--- src/design/rpt_pkg.sv ---
`timescale 1ns / 1ps
// Shared definitions for the region protection table: sizes, command codes,
// cell operations and the request token that walks the cell chains.
// No dependencies.
package rpt_pkg;

    localparam int REGION_SLOTS = 16;
    localparam int GUARD_SLOTS  = 8;
    localparam int ADDR_BITS    = 48;
    localparam int LIM_W        = ADDR_BITS + 1;
    localparam int CMD_W        = 3;
    localparam int PERM_W       = 8;
    localparam int MAX_SLOTS    = (REGION_SLOTS > GUARD_SLOTS) ? REGION_SLOTS : GUARD_SLOTS;
    localparam int SLOT_W       = (MAX_SLOTS > 1) ? $clog2(MAX_SLOTS) : 1;

    localparam logic [CMD_W-1:0] CMD_ADD_REGION    = 3'd0;
    localparam logic [CMD_W-1:0] CMD_REMOVE_REGION = 3'd1;
    localparam logic [CMD_W-1:0] CMD_CHECK_ACCESS  = 3'd2;
    localparam logic [CMD_W-1:0] CMD_GUARD_QUERY   = 3'd3;
    localparam logic [CMD_W-1:0] CMD_SET_GUARD     = 3'd4;
    localparam logic [CMD_W-1:0] CMD_CLEAR_GUARD   = 3'd5;

    typedef enum logic [2:0] {
        OP_NONE   = 3'd0,
        OP_PROBE  = 3'd1,
        OP_WRITE  = 3'd2,
        OP_REMOVE = 3'd3,
        OP_CHECK  = 3'd4,
        OP_QUERY  = 3'd5,
        OP_ALLOC  = 3'd6
    } cell_op_t;

    // hit: clash / found / first holder seen / slot taken, depending on op
    typedef struct packed {
        cell_op_t                op;
        logic [ADDR_BITS-1:0]    addr;
        logic [LIM_W-1:0]        lim;
        logic [PERM_W-1:0]       perms;
        logic                    hit;
        logic                    grant;
        logic                    match_ok;
        logic [SLOT_W-1:0]       match_idx;
        logic                    free_ok;
        logic [SLOT_W-1:0]       free_idx;
    } tok_t;

endpackage

--- src/design/rpt_cell.sv ---
`timescale 1ns / 1ps
// One table entry (base, end, flags) and one stage of the token chain.
// Depends on rpt_pkg.
module rpt_cell (
    input  logic                        clk,
    input  logic                        rst_n,
    input  logic [rpt_pkg::SLOT_W-1:0]  idx,
    input  rpt_pkg::tok_t               tok_in,
    output rpt_pkg::tok_t               tok_out
);

    logic                            valid_reg;
    logic                            valid_next;
    logic [rpt_pkg::ADDR_BITS-1:0]   base_reg;
    logic [rpt_pkg::ADDR_BITS-1:0]   base_next;
    logic [rpt_pkg::LIM_W-1:0]       lim_reg;
    logic [rpt_pkg::LIM_W-1:0]       lim_next;
    logic [rpt_pkg::PERM_W-1:0]      perm_reg;
    logic [rpt_pkg::PERM_W-1:0]      perm_next;
    rpt_pkg::tok_t                   tok_reg;
    rpt_pkg::tok_t                   tok_next;

    logic base_eq;
    logic holds;
    logic overlap;

    assign base_eq = valid_reg && (base_reg == tok_in.addr);
    assign holds   = valid_reg && (tok_in.addr >= base_reg)
                     && ({1'b0, tok_in.addr} < lim_reg);
    // ranges are half-open; an empty range still overlaps one that holds it strictly inside
    assign overlap = valid_reg && ({1'b0, tok_in.addr} < lim_reg)
                     && ({1'b0, base_reg} < tok_in.lim);

    always_comb
    begin
        tok_next   = tok_in;
        valid_next = valid_reg;
        base_next  = base_reg;
        lim_next   = lim_reg;
        perm_next  = perm_reg;
        unique case (tok_in.op)
            rpt_pkg::OP_NONE:
            begin
            end
            rpt_pkg::OP_PROBE:
            begin
                if (overlap)
                    tok_next.hit = 1'b1;
                if (base_eq && !tok_in.match_ok)
                begin
                    tok_next.match_ok  = 1'b1;
                    tok_next.match_idx = idx;
                end
                if (!valid_reg && !tok_in.free_ok)
                begin
                    tok_next.free_ok  = 1'b1;
                    tok_next.free_idx = idx;
                end
            end
            rpt_pkg::OP_WRITE:
            begin
                if (idx == tok_in.match_idx)
                begin
                    valid_next = 1'b1;
                    base_next  = tok_in.addr;
                    lim_next   = tok_in.lim;
                    perm_next  = tok_in.perms;
                end
            end
            rpt_pkg::OP_REMOVE:
            begin
                if (base_eq)
                begin
                    valid_next   = 1'b0;
                    tok_next.hit = 1'b1;
                end
            end
            rpt_pkg::OP_CHECK:
            begin
                // first holder decides
                if (holds && !tok_in.hit)
                begin
                    tok_next.hit   = 1'b1;
                    tok_next.grant = ((perm_reg & tok_in.perms) == tok_in.perms);
                end
            end
            rpt_pkg::OP_QUERY:
            begin
                if (holds)
                    tok_next.hit = 1'b1;
            end
            rpt_pkg::OP_ALLOC:
            begin
                if (!valid_reg && !tok_in.hit)
                begin
                    valid_next   = 1'b1;
                    base_next    = tok_in.addr;
                    lim_next     = tok_in.lim;
                    perm_next    = tok_in.perms;
                    tok_next.hit = 1'b1;
                end
            end
            default:
            begin
            end
        endcase
    end

    always_ff @(posedge clk or negedge rst_n)
    begin
        if (!rst_n)
        begin
            valid_reg <= 1'b0;
            tok_reg   <= '0;
        end
        else
        begin
            valid_reg <= valid_next;
            tok_reg   <= tok_next;
        end
    end

    always_ff @(posedge clk)
    begin
        base_reg <= base_next;
        lim_reg  <= lim_next;
        perm_reg <= perm_next;
    end

    assign tok_out = tok_reg;

endmodule

--- config.mk ---
export PLATFORM = sky130hd
export DESIGN_NAME = rpt_cell
export DESIGN_NICKNAME = d
export VERILOG_FILES = /design/src/design/rpt_pkg.sv /design/src/design/rpt_cell.sv
export SDC_FILE = /design/constraint.sdc
export NUM_CORES = 1
export LEC_CHECK = 0
export ABC_AREA = 1
export BUFFER_PORTS_ARGS = -buffer_cell sky130_fd_sc_hd__buf_2
export CORE_UTILIZATION = 58
export CTS_CLUSTER_SIZE = 8
export DETAILED_ROUTE_END_ITERATION = 16
export PLACE_DENSITY_LB_ADDON = 0.08
export SYNTH_ARGS = -nofsm -noshare
export SYNTH_HDL_FRONTEND = slang
export SYNTH_SLANG_ARGS = --single-unit
--- constraint.sdc ---
create_clock -name clk -period 14.08 [get_ports clk]
set_clock_uncertainty 0.05 [all_clocks]
set_input_delay 0 -clock clk [delete_from_list [all_inputs] [get_ports clk]]
set_output_delay 0 -clock clk [all_outputs]
set_load 0.05 [all_outputs]
==> flow_summary_export.csv <==
group,metric,value,unit
floorplan,die_y,136,um
critical_path,r2r_cells,12,
synthesis,syn_inst,956,
floorplan,io_pins,246,
synthesis,yosys.area.top_type,"edfxtp_1",
floorplan,initial_utilization,60.0,%
clocking,clk_path_buf_depth,3,
placed_design,dpl-instance-area,0.0120,sq mm
global_routing,track_usage,29.6,%
critical_path,worstPathCellList,"inv_1 -> ha_1 -> nand2_1 -> nor2_1 -> nand2_1 -> nor3_1 -> nand2_1 -> nor2_4 -> nand3_4 -> nand2_1 -> o21ai_1 -> dlygate4sd3_1",
timing,min_period,2870,ps
synthesis,synthTopCellsByArea,"edfxtp_1 (30%), dfrtp_1 (29%), ha_1 (17%)",
critical_path,cpPeakStageDelay,580,ps
power,vdd_drop_max,0.133,mV
synthesis,syn_area,0.0105,sq mm
critical_path,cp.required,14400,ps
synthesis,yosys_warnings,0,
timing,slew-limit-headroom,43.6,%
synthesis,synth_commonest_cells,"inv_1 (205), nand2_1 (174), ha_1 (142), dfrtp_1 (121), edfxtp_1 (105)",
cells_and_area,diodes,0,
cells_and_area,layout-drive-gt1-share,21.3,%
clocking,clk_pin_slew,50,ps
global_routing,first_global_vias,8683,
placed_design,place_congestion,0.808,
critical_path,cp-end-kind,"register",
timing,max_freq,349,MHz
cells_and_area,finish.net_count,1638,
clocking,clock_latency,500,ps
synthesis,async_flop_share,53.5,%
timing,finalMaxSlewViolations,0,
cells_and_area,syn2layout_area_growth,36.4,%
floorplan,die_x,136,um
timing,tns,0,ps
placed_design,hpwl,16.3,mm
routing,wire_per_inst,16.4,um
cells_and_area,largest_register_ffs,120,
routing,first_pass_iters,5,
clocking,ctsResizeCount,0,
synthesis,ys.flop_type,"dfrtp_1",
clocking,root_buffer,"clkbuf_16",
floorplan,rows,48,
floorplan,coreArea,0.0175,sq mm
min_path,hp-class,"input port to asynchronous set/reset pin",
cells_and_area,design_area,0.0143,sq mm
critical_path,arrival,3190,ps
clocking,cts_sinks,226,
synthesis,synth-edff-count,105,
clocking,cts_setup_buffers,0,
power,p_leak,7.38,nW
timing,finalCritPeriodShare,20.4,%
global_routing,antenna_found_initial,0,
critical_path,crit_fanout,8,
routing,routed_wirelength,26.5,mm
routing,ant_nets,0,
routing,drc,0,
timing,hold_violations,0,
timing,setup-violations-final,0,
synthesis,synth_most_common_cell,"inv_1",
critical_path,slowest_stage,"dlygate4sd3_1",
routing,drt_iter0_markers,462,
run_status,status,"finished clean",
critical_path,path_common_cell,"nand2_1",
global_routing,gr-total-overflow,0,
timing,tightestPinTransition,846,ps
synthesis,ys_types,37,
global_routing,grt_pass1_wl,41.7,mm
synthesis,ys_seq_area_share,58.9,%
synthesis,ys_ff_latch,226,
global_routing,grt_max_degree,67,
clocking,cts_tree,"built",
clocking,cts_buffers,34,
critical_path,cp-start-kind,"register",
synthesis,synth_nets,1224,
critical_path,path_class,"register to register",
routing,vias_per_cell,5.08,
timing,hold_ws,47.2,ps
synthesis,synth_top_area_share,30.1,%
routing,num_vias,8226,
synthesis,postSynthAreaPerCell,11.0,sq um
placed_design,portBuffers,245,
timing,rsz0062_at_grt,"false",
flow_run,maxCapViolCount,0,
power,power_density,122,mW/mm^2
clocking,htreeDepth,2,
floorplan,die_area,0.0186,sq mm
## where the power goes
part | leakage (nW) | internal [mW] | switching (mW)
registers | 2.38 | 0.728 | 0.0103
clock network | 0.467 | 0.462 | 0.286
logic | 4.53 | 0.0888 | 0.169
total | 7.38 | 1.28 | 0.465
## logic make-up after synthesis
logic type               after synthesis  synth area share, %
flip-flops                           226                 58.9
buffers and inverters                206                 7.37
adder cells (fa/ha/maj)              142                 16.9
AO/OA/AOI/OAI                         89                 4.70
AND/OR/NAND/NOR                      291                 11.9
XOR/XNOR                               2                0.167
## cell usage in the layout, fill, tap and decap left out, types with 4 or more instances in the layout
cell	instances
nand4_1	14
buf_4	4
inv_1	205
edfxtp_1	105
buf_2	244
nand3_1	20
o21ai_1	4
ha_1	142
clkbuf_1	23
nand2_1	174
a21o_1	10
clkbuf_16	35
dlygate4sd3_1	130
dfrtp_1	121
nor2_1	58
nor3_1	8
a21oi_1	50
o21ai_0	15
## repair_timing
action,4_1_cts,5_1_grt
endpoints found under the setup margin,0,0
hold endpoints to repair,281,0
hold buffers,130,0
## final timing paths
path | slack (ps) | to | startpoint
setup / recovery | 11210 | tok_out[8] | base_reg[11]
hold / removal | 50 | tok_out[83] | rst_n
setup reg to reg | 11210 | tok_out[8] | base_reg[11]
hold reg to reg | 560 | valid_reg | valid_reg
max in group asynchronous | 12610 | tok_out[8] | rst_n
min in group clk | 120 | tok_out[13] | tok_in[13]
## per-stage QoR
stage	util, %	power, mW	worst slack, ps	cells
after floorplan	-	0.893	5600	956
after detailed placement	68.8	0.973	11920	1429
after CTS	81.9	1.75	11280	1619
after global placement	68.8	0.968	11990	1429
after global routing	81.9	1.81	11040	1619
final	81.9	1.74	11210	1619
## layout make-up
type,count,area [sq um]
clock inverter,2,17.5
sequential,226,6180
tap,225,282
multi-input combinational,524,3540
clock buffer,58,962
fill,1013,3170
inverter,206,773
timing repair buffer,378,2550
## layer usage
layer	wire length [um]	share of wire [%]	vias up	global-route usage (%)
li1	-	-	3969	-
met5	0	0	-	0
met1	10300	39	3862	34.0
met2	13500	51	317	52.3
met3	1860	7.0	78	7.23
met4	861	3.2	0	12.3
## critical path, delay by kind of cell (launching register included)
kind,cells,cell delay [ps]
and+or+nand+nor,8,1320
buffers and inverters,2,630
DFF,1,340
AOI/OAI and AO/OA,1,90
adders and majority gates,1,300
(Power assumes the default switching activity.)
