$ cat src/design/rpt_pkg.sv
`timescale 1ns / 1ps
// Shared definitions for the region protection table: sizes, command codes,
// cell operations and the request token that walks the cell chains.
// No dependencies.
package rpt_pkg;

    localparam int REGION_SLOTS = 16;
    localparam int GUARD_SLOTS  = 8;
    localparam int ADDR_BITS    = 48;
    localparam int LIM_W        = ADDR_BITS + 1;
    localparam int CMD_W        = 3;
    localparam int PERM_W       = 8;
    localparam int MAX_SLOTS    = (REGION_SLOTS > GUARD_SLOTS) ? REGION_SLOTS : GUARD_SLOTS;
    localparam int SLOT_W       = (MAX_SLOTS > 1) ? $clog2(MAX_SLOTS) : 1;

    localparam logic [CMD_W-1:0] CMD_ADD_REGION    = 3'd0;
    localparam logic [CMD_W-1:0] CMD_REMOVE_REGION = 3'd1;
    localparam logic [CMD_W-1:0] CMD_CHECK_ACCESS  = 3'd2;
    localparam logic [CMD_W-1:0] CMD_GUARD_QUERY   = 3'd3;
    localparam logic [CMD_W-1:0] CMD_SET_GUARD     = 3'd4;
    localparam logic [CMD_W-1:0] CMD_CLEAR_GUARD   = 3'd5;

    typedef enum logic [2:0] {
        OP_NONE   = 3'd0,
        OP_PROBE  = 3'd1,
        OP_WRITE  = 3'd2,
        OP_REMOVE = 3'd3,
        OP_CHECK  = 3'd4,
        OP_QUERY  = 3'd5,
        OP_ALLOC  = 3'd6
    } cell_op_t;

    // hit: clash / found / first holder seen / slot taken, depending on op
    typedef struct packed {
        cell_op_t                op;
        logic [ADDR_BITS-1:0]    addr;
        logic [LIM_W-1:0]        lim;
        logic [PERM_W-1:0]       perms;
        logic                    hit;
        logic                    grant;
        logic                    match_ok;
        logic [SLOT_W-1:0]       match_idx;
        logic                    free_ok;
        logic [SLOT_W-1:0]       free_idx;
    } tok_t;

endpackage

$ cat src/design/rpt_in_if.sv
`timescale 1ns / 1ps
// Request channel of the region protection table: valid/ready plus command fields.
// Depends on rpt_pkg.
interface rpt_in_if;
    logic                                 valid;
    logic                                 ready;
    logic [rpt_pkg::CMD_W-1:0]            command;
    logic [rpt_pkg::ADDR_BITS-1:0]        addr;
    logic [rpt_pkg::ADDR_BITS-1:0]        length;
    logic [rpt_pkg::PERM_W-1:0]           perm_bits;

    modport source (output valid, output command, output addr, output length,
                    output perm_bits, input ready);
    modport sink   (input valid, input command, input addr, input length,
                    input perm_bits, output ready);
endinterface

$ cat src/design/rpt_out_if.sv
`timescale 1ns / 1ps
// Result channel of the region protection table: valid/ready plus answer bits.
// No dependencies.
interface rpt_out_if;
    logic valid;
    logic ready;
    logic granted;
    logic full_res;

    modport source (output valid, output granted, output full_res, input ready);
    modport sink   (input valid, input granted, input full_res, output ready);
endinterface

$ cat src/design/rpt_ctrl.sv
`timescale 1ns / 1ps
// Sequencer: takes a request, launches tokens into the region or guard chain,
// decides the add-region write pass and holds the result for the output side.
// Depends on rpt_pkg, rpt_in_if, rpt_out_if.
module rpt_ctrl (
    input  logic            clk,
    input  logic            rst_n,
    rpt_in_if.sink          request,
    rpt_out_if.source       result,
    output rpt_pkg::tok_t   rgn_head,
    output rpt_pkg::tok_t   grd_head,
    input  rpt_pkg::tok_t   rgn_tail,
    input  rpt_pkg::tok_t   grd_tail
);

    typedef enum logic [3:0] {
        S_IDLE  = 4'b0001,
        S_WAIT  = 4'b0010,
        S_WRITE = 4'b0100,
        S_DONE  = 4'b1000
    } state_t;

    state_t                       state_reg;
    state_t                       state_next;
    logic [rpt_pkg::CMD_W-1:0]    cmd_reg;
    logic [rpt_pkg::CMD_W-1:0]    cmd_next;
    rpt_pkg::tok_t                rgn_head_reg;
    rpt_pkg::tok_t                rgn_head_next;
    rpt_pkg::tok_t                grd_head_reg;
    rpt_pkg::tok_t                grd_head_next;
    logic                         res_granted_reg;
    logic                         res_granted_next;
    logic                         res_full_reg;
    logic                         res_full_next;
    logic                         out_valid_reg;
    logic                         out_valid_next;
    logic                         out_granted_reg;
    logic                         out_granted_next;
    logic                         out_full_reg;
    logic                         out_full_next;

    rpt_pkg::tok_t                launch;
    rpt_pkg::tok_t                tail;
    logic                         accept;
    logic                         guard_cmd;

    assign accept    = request.valid && request.ready;
    assign guard_cmd = (cmd_reg == rpt_pkg::CMD_GUARD_QUERY)
                       || (cmd_reg == rpt_pkg::CMD_SET_GUARD)
                       || (cmd_reg == rpt_pkg::CMD_CLEAR_GUARD);
    assign tail      = guard_cmd ? grd_tail : rgn_tail;

    always_comb
    begin
        launch       = '0;
        launch.op    = rpt_pkg::OP_NONE;
        launch.addr  = request.addr;
        launch.lim   = {1'b0, request.addr} + {1'b0, request.length};
        launch.perms = request.perm_bits;
    end

    always_comb
    begin
        state_next       = state_reg;
        cmd_next         = cmd_reg;
        rgn_head_next    = rgn_head_reg;
        rgn_head_next.op = rpt_pkg::OP_NONE;
        grd_head_next    = grd_head_reg;
        grd_head_next.op = rpt_pkg::OP_NONE;
        res_granted_next = res_granted_reg;
        res_full_next    = res_full_reg;
        out_valid_next   = out_valid_reg;
        out_granted_next = out_granted_reg;
        out_full_next    = out_full_reg;

        if (out_valid_reg && result.ready)
            out_valid_next = 1'b0;

        unique case (state_reg)
            S_IDLE:
            begin
                if (accept)
                begin
                    cmd_next   = request.command;
                    state_next = S_WAIT;
                    unique case (request.command)
                        rpt_pkg::CMD_ADD_REGION:
                        begin
                            rgn_head_next    = launch;
                            rgn_head_next.op = rpt_pkg::OP_PROBE;
                        end
                        rpt_pkg::CMD_REMOVE_REGION:
                        begin
                            rgn_head_next    = launch;
                            rgn_head_next.op = rpt_pkg::OP_REMOVE;
                        end
                        rpt_pkg::CMD_CHECK_ACCESS:
                        begin
                            rgn_head_next    = launch;
                            rgn_head_next.op = rpt_pkg::OP_CHECK;
                        end
                        rpt_pkg::CMD_GUARD_QUERY:
                        begin
                            grd_head_next    = launch;
                            grd_head_next.op = rpt_pkg::OP_QUERY;
                        end
                        rpt_pkg::CMD_SET_GUARD:
                        begin
                            grd_head_next    = launch;
                            grd_head_next.op = rpt_pkg::OP_ALLOC;
                        end
                        rpt_pkg::CMD_CLEAR_GUARD:
                        begin
                            grd_head_next    = launch;
                            grd_head_next.op = rpt_pkg::OP_REMOVE;
                        end
                        default:
                        begin
                            // unused codes: answer at once, touch nothing
                            res_granted_next = 1'b0;
                            res_full_next    = 1'b0;
                            state_next       = S_DONE;
                        end
                    endcase
                end
            end
            S_WAIT:
            begin
                if (tail.op != rpt_pkg::OP_NONE)
                begin
                    state_next       = S_DONE;
                    res_granted_next = 1'b0;
                    res_full_next    = 1'b0;
                    unique case (cmd_reg)
                        rpt_pkg::CMD_ADD_REGION:
                        begin
                            if (!tail.hit && (tail.match_ok || tail.free_ok))
                            begin
                                // replace a same-base entry, else take first free slot
                                rgn_head_next.op        = rpt_pkg::OP_WRITE;
                                rgn_head_next.match_idx = tail.match_ok ? tail.match_idx
                                                                        : tail.free_idx;
                                state_next              = S_WRITE;
                            end
                            else if (!tail.hit)
                                res_full_next = 1'b1;
                        end
                        rpt_pkg::CMD_REMOVE_REGION: res_granted_next = tail.hit;
                        rpt_pkg::CMD_CHECK_ACCESS:  res_granted_next = tail.grant;
                        rpt_pkg::CMD_GUARD_QUERY:   res_granted_next = tail.hit;
                        rpt_pkg::CMD_SET_GUARD:
                        begin
                            res_granted_next = tail.hit;
                            res_full_next    = !tail.hit;
                        end
                        rpt_pkg::CMD_CLEAR_GUARD:   res_granted_next = 1'b1;
                        default:
                        begin
                        end
                    endcase
                end
            end
            S_WRITE:
            begin
                if (rgn_tail.op != rpt_pkg::OP_NONE)
                begin
                    res_granted_next = 1'b1;
                    res_full_next    = 1'b0;
                    state_next       = S_DONE;
                end
            end
            S_DONE:
            begin
                if (!out_valid_reg || result.ready)
                begin
                    out_valid_next   = 1'b1;
                    out_granted_next = res_granted_reg;
                    out_full_next    = res_full_reg;
                    state_next       = S_IDLE;
                end
            end
            default:
            begin
                state_next = S_IDLE;
            end
        endcase
    end

    always_ff @(posedge clk or negedge rst_n)
    begin
        if (!rst_n)
        begin
            state_reg     <= S_IDLE;
            rgn_head_reg  <= '0;
            grd_head_reg  <= '0;
            out_valid_reg <= 1'b0;
        end
        else
        begin
            state_reg     <= state_next;
            rgn_head_reg  <= rgn_head_next;
            grd_head_reg  <= grd_head_next;
            out_valid_reg <= out_valid_next;
        end
    end

    always_ff @(posedge clk)
    begin
        cmd_reg         <= cmd_next;
        res_granted_reg <= res_granted_next;
        res_full_reg    <= res_full_next;
        out_granted_reg <= out_granted_next;
        out_full_reg    <= out_full_next;
    end

    assign request.ready   = (state_reg == S_IDLE);
    assign result.valid    = out_valid_reg;
    assign result.granted  = out_granted_reg;
    assign result.full_res = out_full_reg;
    assign rgn_head        = rgn_head_reg;
    assign grd_head        = grd_head_reg;

    a_one_chain: assert property (@(posedge clk) disable iff (!rst_n)
        !((rgn_head_reg.op != rpt_pkg::OP_NONE) && (grd_head_reg.op != rpt_pkg::OP_NONE)))
        else $error("tokens launched into both chains at once");

    a_write_only_add: assert property (@(posedge clk) disable iff (!rst_n)
        (rgn_head_reg.op == rpt_pkg::OP_WRITE) |-> (cmd_reg == rpt_pkg::CMD_ADD_REGION))
        else $error("write pass launched for a command other than add region");

    a_full_cmds: assert property (@(posedge clk) disable iff (!rst_n)
        ((state_reg == S_DONE) && res_full_reg)
        |-> ((cmd_reg == rpt_pkg::CMD_ADD_REGION) || (cmd_reg == rpt_pkg::CMD_SET_GUARD)))
        else $error("full flag raised for a command that allocates nothing");

    a_tail_expected: assert property (@(posedge clk) disable iff (!rst_n)
        ((rgn_tail.op != rpt_pkg::OP_NONE) || (grd_tail.op != rpt_pkg::OP_NONE))
        |-> ((state_reg == S_WAIT) || (state_reg == S_WRITE)))
        else $error("token left a chain while no request was in flight");

    a_launch_leaves_idle: assert property (@(posedge clk) disable iff (!rst_n)
        accept |=> (state_reg != S_IDLE))
        else $error("accepted request did not start a pass");

endmodule

$ cat src/flat_wrapper.sv
// flat-port wrapper written by rule: the top's interface ports become plain ports
module rpt_ctrl_flat 
  (clk, rst_n, rgn_head, grd_head, rgn_tail, grd_tail, request_valid, request_command, request_addr, request_length, request_perm_bits, request_ready, result_valid, result_granted, result_full_res, result_ready);
  rpt_in_if request_i ();
  rpt_out_if result_i ();
  input  logic clk;
  input  logic rst_n;
  output rpt_pkg::tok_t rgn_head;
  output rpt_pkg::tok_t grd_head;
  input  rpt_pkg::tok_t rgn_tail;
  input  rpt_pkg::tok_t grd_tail;
  input wire logic [$bits(request_i.valid)-1:0] request_valid;
  input wire logic [$bits(request_i.command)-1:0] request_command;
  input wire logic [$bits(request_i.addr)-1:0] request_addr;
  input wire logic [$bits(request_i.length)-1:0] request_length;
  input wire logic [$bits(request_i.perm_bits)-1:0] request_perm_bits;
  output wire logic [$bits(request_i.ready)-1:0] request_ready;
  output wire logic [$bits(result_i.valid)-1:0] result_valid;
  output wire logic [$bits(result_i.granted)-1:0] result_granted;
  output wire logic [$bits(result_i.full_res)-1:0] result_full_res;
  input wire logic [$bits(result_i.ready)-1:0] result_ready;
  assign request_i.valid = request_valid;
  assign request_i.command = request_command;
  assign request_i.addr = request_addr;
  assign request_i.length = request_length;
  assign request_i.perm_bits = request_perm_bits;
  assign request_ready = request_i.ready;
  assign result_valid = result_i.valid;
  assign result_granted = result_i.granted;
  assign result_full_res = result_i.full_res;
  assign result_i.ready = result_ready;
  rpt_ctrl u_core (.clk(clk), .rst_n(rst_n), .request(request_i), .result(result_i), .rgn_head(rgn_head), .grd_head(grd_head), .rgn_tail(rgn_tail), .grd_tail(grd_tail));
endmodule
$ cat config.mk
export PLATFORM = sky130hd
export DESIGN_NAME = rpt_ctrl_flat
export DESIGN_NICKNAME = d
export VERILOG_FILES = /design/src/design/rpt_pkg.sv /design/src/design/rpt_in_if.sv /design/src/design/rpt_out_if.sv /design/src/design/rpt_ctrl.sv /design/src/flat_wrapper.sv
export SDC_FILE = /design/constraint.sdc
export NUM_CORES = 1
export LEC_CHECK = 0
export BUFFER_PORTS_ARGS = -buffer_cell sky130_fd_sc_hd__clkbuf_2
export CORE_AREA = 2 2 233 235
export DETAILED_ROUTE_END_ITERATION = 8
export DIE_AREA = 0 0 235 237
export GPL_TIMING_DRIVEN = 0
export PLACE_DENSITY = 0.44
export SLEW_MARGIN = 20
export SYNTH_ARGS = -nofsm -noshare
export SYNTH_HDL_FRONTEND = slang
export SYNTH_SLANG_ARGS = --single-unit
$ cat constraint.sdc
create_clock -name clk -period 2.5 [get_ports clk]
set_input_delay 0.25 -clock clk [delete_from_list [all_inputs] [get_ports clk]]
set_output_delay 0.25 -clock clk [all_outputs]
set_load 0.1 [all_outputs]
==> flow_metrics.env <==
export IMPL_status="finished clean"
export IMPL_synthesis_area_mm2=0.0122
export IMPL_wl_met1_um=22900
export IMPL_dominantRegCellSynth="dfrtp_1"
export IMPL_post_route_period_util_pct=97.0
export IMPL_globalRoute_totalOverflow=0
export IMPL_cap_violations=0
export IMPL_final_cell_mix="472 x nand2_1, 380 x clkbuf_2, 224 x dfrtp_1"
export IMPL_layout_commonest_cell="nand2_1"
export IMPL_synth_fa_ha_area_share_pct=5.08
export IMPL_synth_top_family_by_area="simple AND/OR/NAND/NOR gates"
export IMPL_skew_ps=12.1
export IMPL_core_area_mm2=0.0533
export IMPL_grt_pass1_wl_um=77400
export IMPL_syn_avg_cell_area_um2=8.67
export IMPL_critical_path_peak_fanout=5
export IMPL_syn2layout_area_growth_pct=39.3
export IMPL_fp_dieW_um=235
export IMPL_post_route_util_pct=31.9
export IMPL_ys_ff_latch=232
export IMPL_async_flop_share_pct=97.0
export IMPL_start_util_pct=22.9
export IMPL_max_freq_mhz=412
export IMPL_arrival_ps=2870
export IMPL_clock_latency_ps=570
export IMPL_setup_violations_final=0
export IMPL_crit_required_ps=2950
export IMPL_start_kind="primary input"
export IMPL_relSlewSlack_pct=37.8
export IMPL_synth_compound_area_share_pct=15.4
export IMPL_final_max_slew_viol_count=0
export IMPL_grt_antenna_before_repair=1
export IMPL_met2_length_um=24200
export IMPL_dieHeight_um=237
export IMPL_clockBufferDepth=3
export IMPL_first_global_vias=12100
export IMPL_vias=12000
export IMPL_muxShareOfSynthArea_pct=1.12
export IMPL_cts_root_buf="clkbuf_16"
export IMPL_endpoint_kind="register"
export IMPL_rows=85
export IMPL_hold_viol=0
export IMPL_hold_ws_ps=38.1
export IMPL_criticalPathCategory="in -> reg"
export IMPL_h_tree_depth=1
export IMPL_port_buffers=361
export IMPL_die_area_mm2=0.0557
export IMPL_io_pins=595
export IMPL_largest_reg_flops=112
export IMPL_dp_cells=2487
export IMPL_drc_errors=0
export IMPL_syn_inst=1408
export IMPL_route_met3_wl_um=3460
export IMPL_post_route_min_period_ps=2430
export IMPL_synth_xor_area_share_pct=2.58
export IMPL_drt_iter0_drc=775
export IMPL_routed_wirelength_um=51700
export IMPL_cts_tree="done"
export IMPL_final_cell_area_mm2=0.0170
export IMPL_synth_edf_count=7
export IMPL_instances_no_fill=2608
export IMPL_drive_above_1_share_pct=28.2
export IMPL_final_nets=2288
export IMPL_synth_area_top_cells="dfrtp_1 46%, nand2_1 15%, ha_1 4.9%, o21ai_0 4.9%, a21oi_1 2.9%"
export IMPL_yosys_area_share_simple_pct=23.0
export IMPL_top_layer="met4"
export IMPL_via_per_inst=4.61
export IMPL_hold_class="in -> reg"
export IMPL_clk_pin_slew_ps=60
export IMPL_yosysWarningCount=0
export IMPL_place_gp_congestion=0.869
export IMPL_yosysSeqAreaShare_pct=47.8
export IMPL_antenna_left=0
export IMPL_cts_made_buffers=30
export IMPL_synth_cell_types=77
export IMPL_grt_max_degree=82
export IMPL_postPlaceCellArea_mm2=0.0151
export IMPL_grt_use_total_pct=18.0
export IMPL_avgRoutedWirePerCell_um=19.8
export IMPL_dp_hpwl_um=39300
export IMPL_tightestPinTransition_ps=934
export IMPL_cts_sinks=232
export IMPL_drt_pre_antenna_iters=5
export IMPL_post_synth_top_area_fraction_pct=45.9
export IMPL_synth_top_area_cell="dfrtp_1"
## cell type report
type | count | area, µm²
tap | 696 | 871
fill | 5687 | 36300
sequential | 232 | 5840
clock inverter | 14 | 184
buffer | 92 | 604
multi-input combinational | 1082 | 5980
inverter | 19 | 75.1
timing repair buffer | 431 | 2560
antenna | 1 | 2.50
clock buffer | 41 | 895
## repair_timing
action / CTS / global route
setup buffers: 1 / 4
gates resized for setup: 43 / 41
hold buffers: 62 / 0
hold endpoints to repair: 194 / 0
pin swaps: 1 / 0
setup endpoints to repair: 209 / 192
## worst paths after layout
path / start / end / slack [ps] / depth (start not counted)
worst max-delay path: request_addr[39] / u_core.rgn_head[65] / 70 / 11
worst min-delay path: request_addr[34] / u_core.grd_head[103] / 40 / 3
worst max register to register: u_core.cmd_reg[2] / u_core.res_granted_reg / 140 / 6
worst min register to register: u_core.res_full_reg / u_core.result.full_res / 430 / 0
max in group asynchronous: rst_n / u_core.rgn_head[22] / 1130 / 5
min in group asynchronous: rst_n / u_core.rgn_head[57] / 250 / 3
## layer usage
metal,vias to the layer above,GRT usage [%]
li1,5742,-
met1,5817,23.5
met2,397,29.9
met3,63,4.38
met4,0,4.49
met5,-,0
## synthesized netlist by cell type (21+ instances only)
cell	instances
nand2_1	475
dfrtp_1	224
o21ai_0	119
a21oi_1	71
clkbuf_1	57
nor2_1	50
ha_1	48
a21o_1	27
nand4_1	27
nand3_1	25
nor3_1	23
buf_4	22
xnor2_1	21
## through the flow
step / setup WS [ps] / TNS, ps
final: 74.7 / 0
after floorplan: 14.3 / 0
after global routing: -17.3 / -38.4
after global placement: -3890 / -1022530
after CTS: 7.59 / 0
after detailed placement: -1040 / -96290
## critical path, cell delays in order
cell and delay [ps]:
dlygate4sd3_1 530, clkbuf_2 170, ha_4 340, nand2_1 100, o21ba_2 280, o21ai_0 160
a21oi_1 140, and2_1 210, a2111oi_1 440, and3_1 210, nor3_1 50
## cells by family after synthesis
logic type | count (synthesis)
AO/OA/AOI/OAI | 306
buffers and inverters | 113
XOR/XNOR | 36
adder cells (fa/ha/maj) | 49
other | 1
AND/OR/NAND/NOR | 658
multiplexers | 13
flip-flops | 232
Power is not shown: default switching activity piles up to over one toggle a cycle in this logic, so the estimate is an artifact.
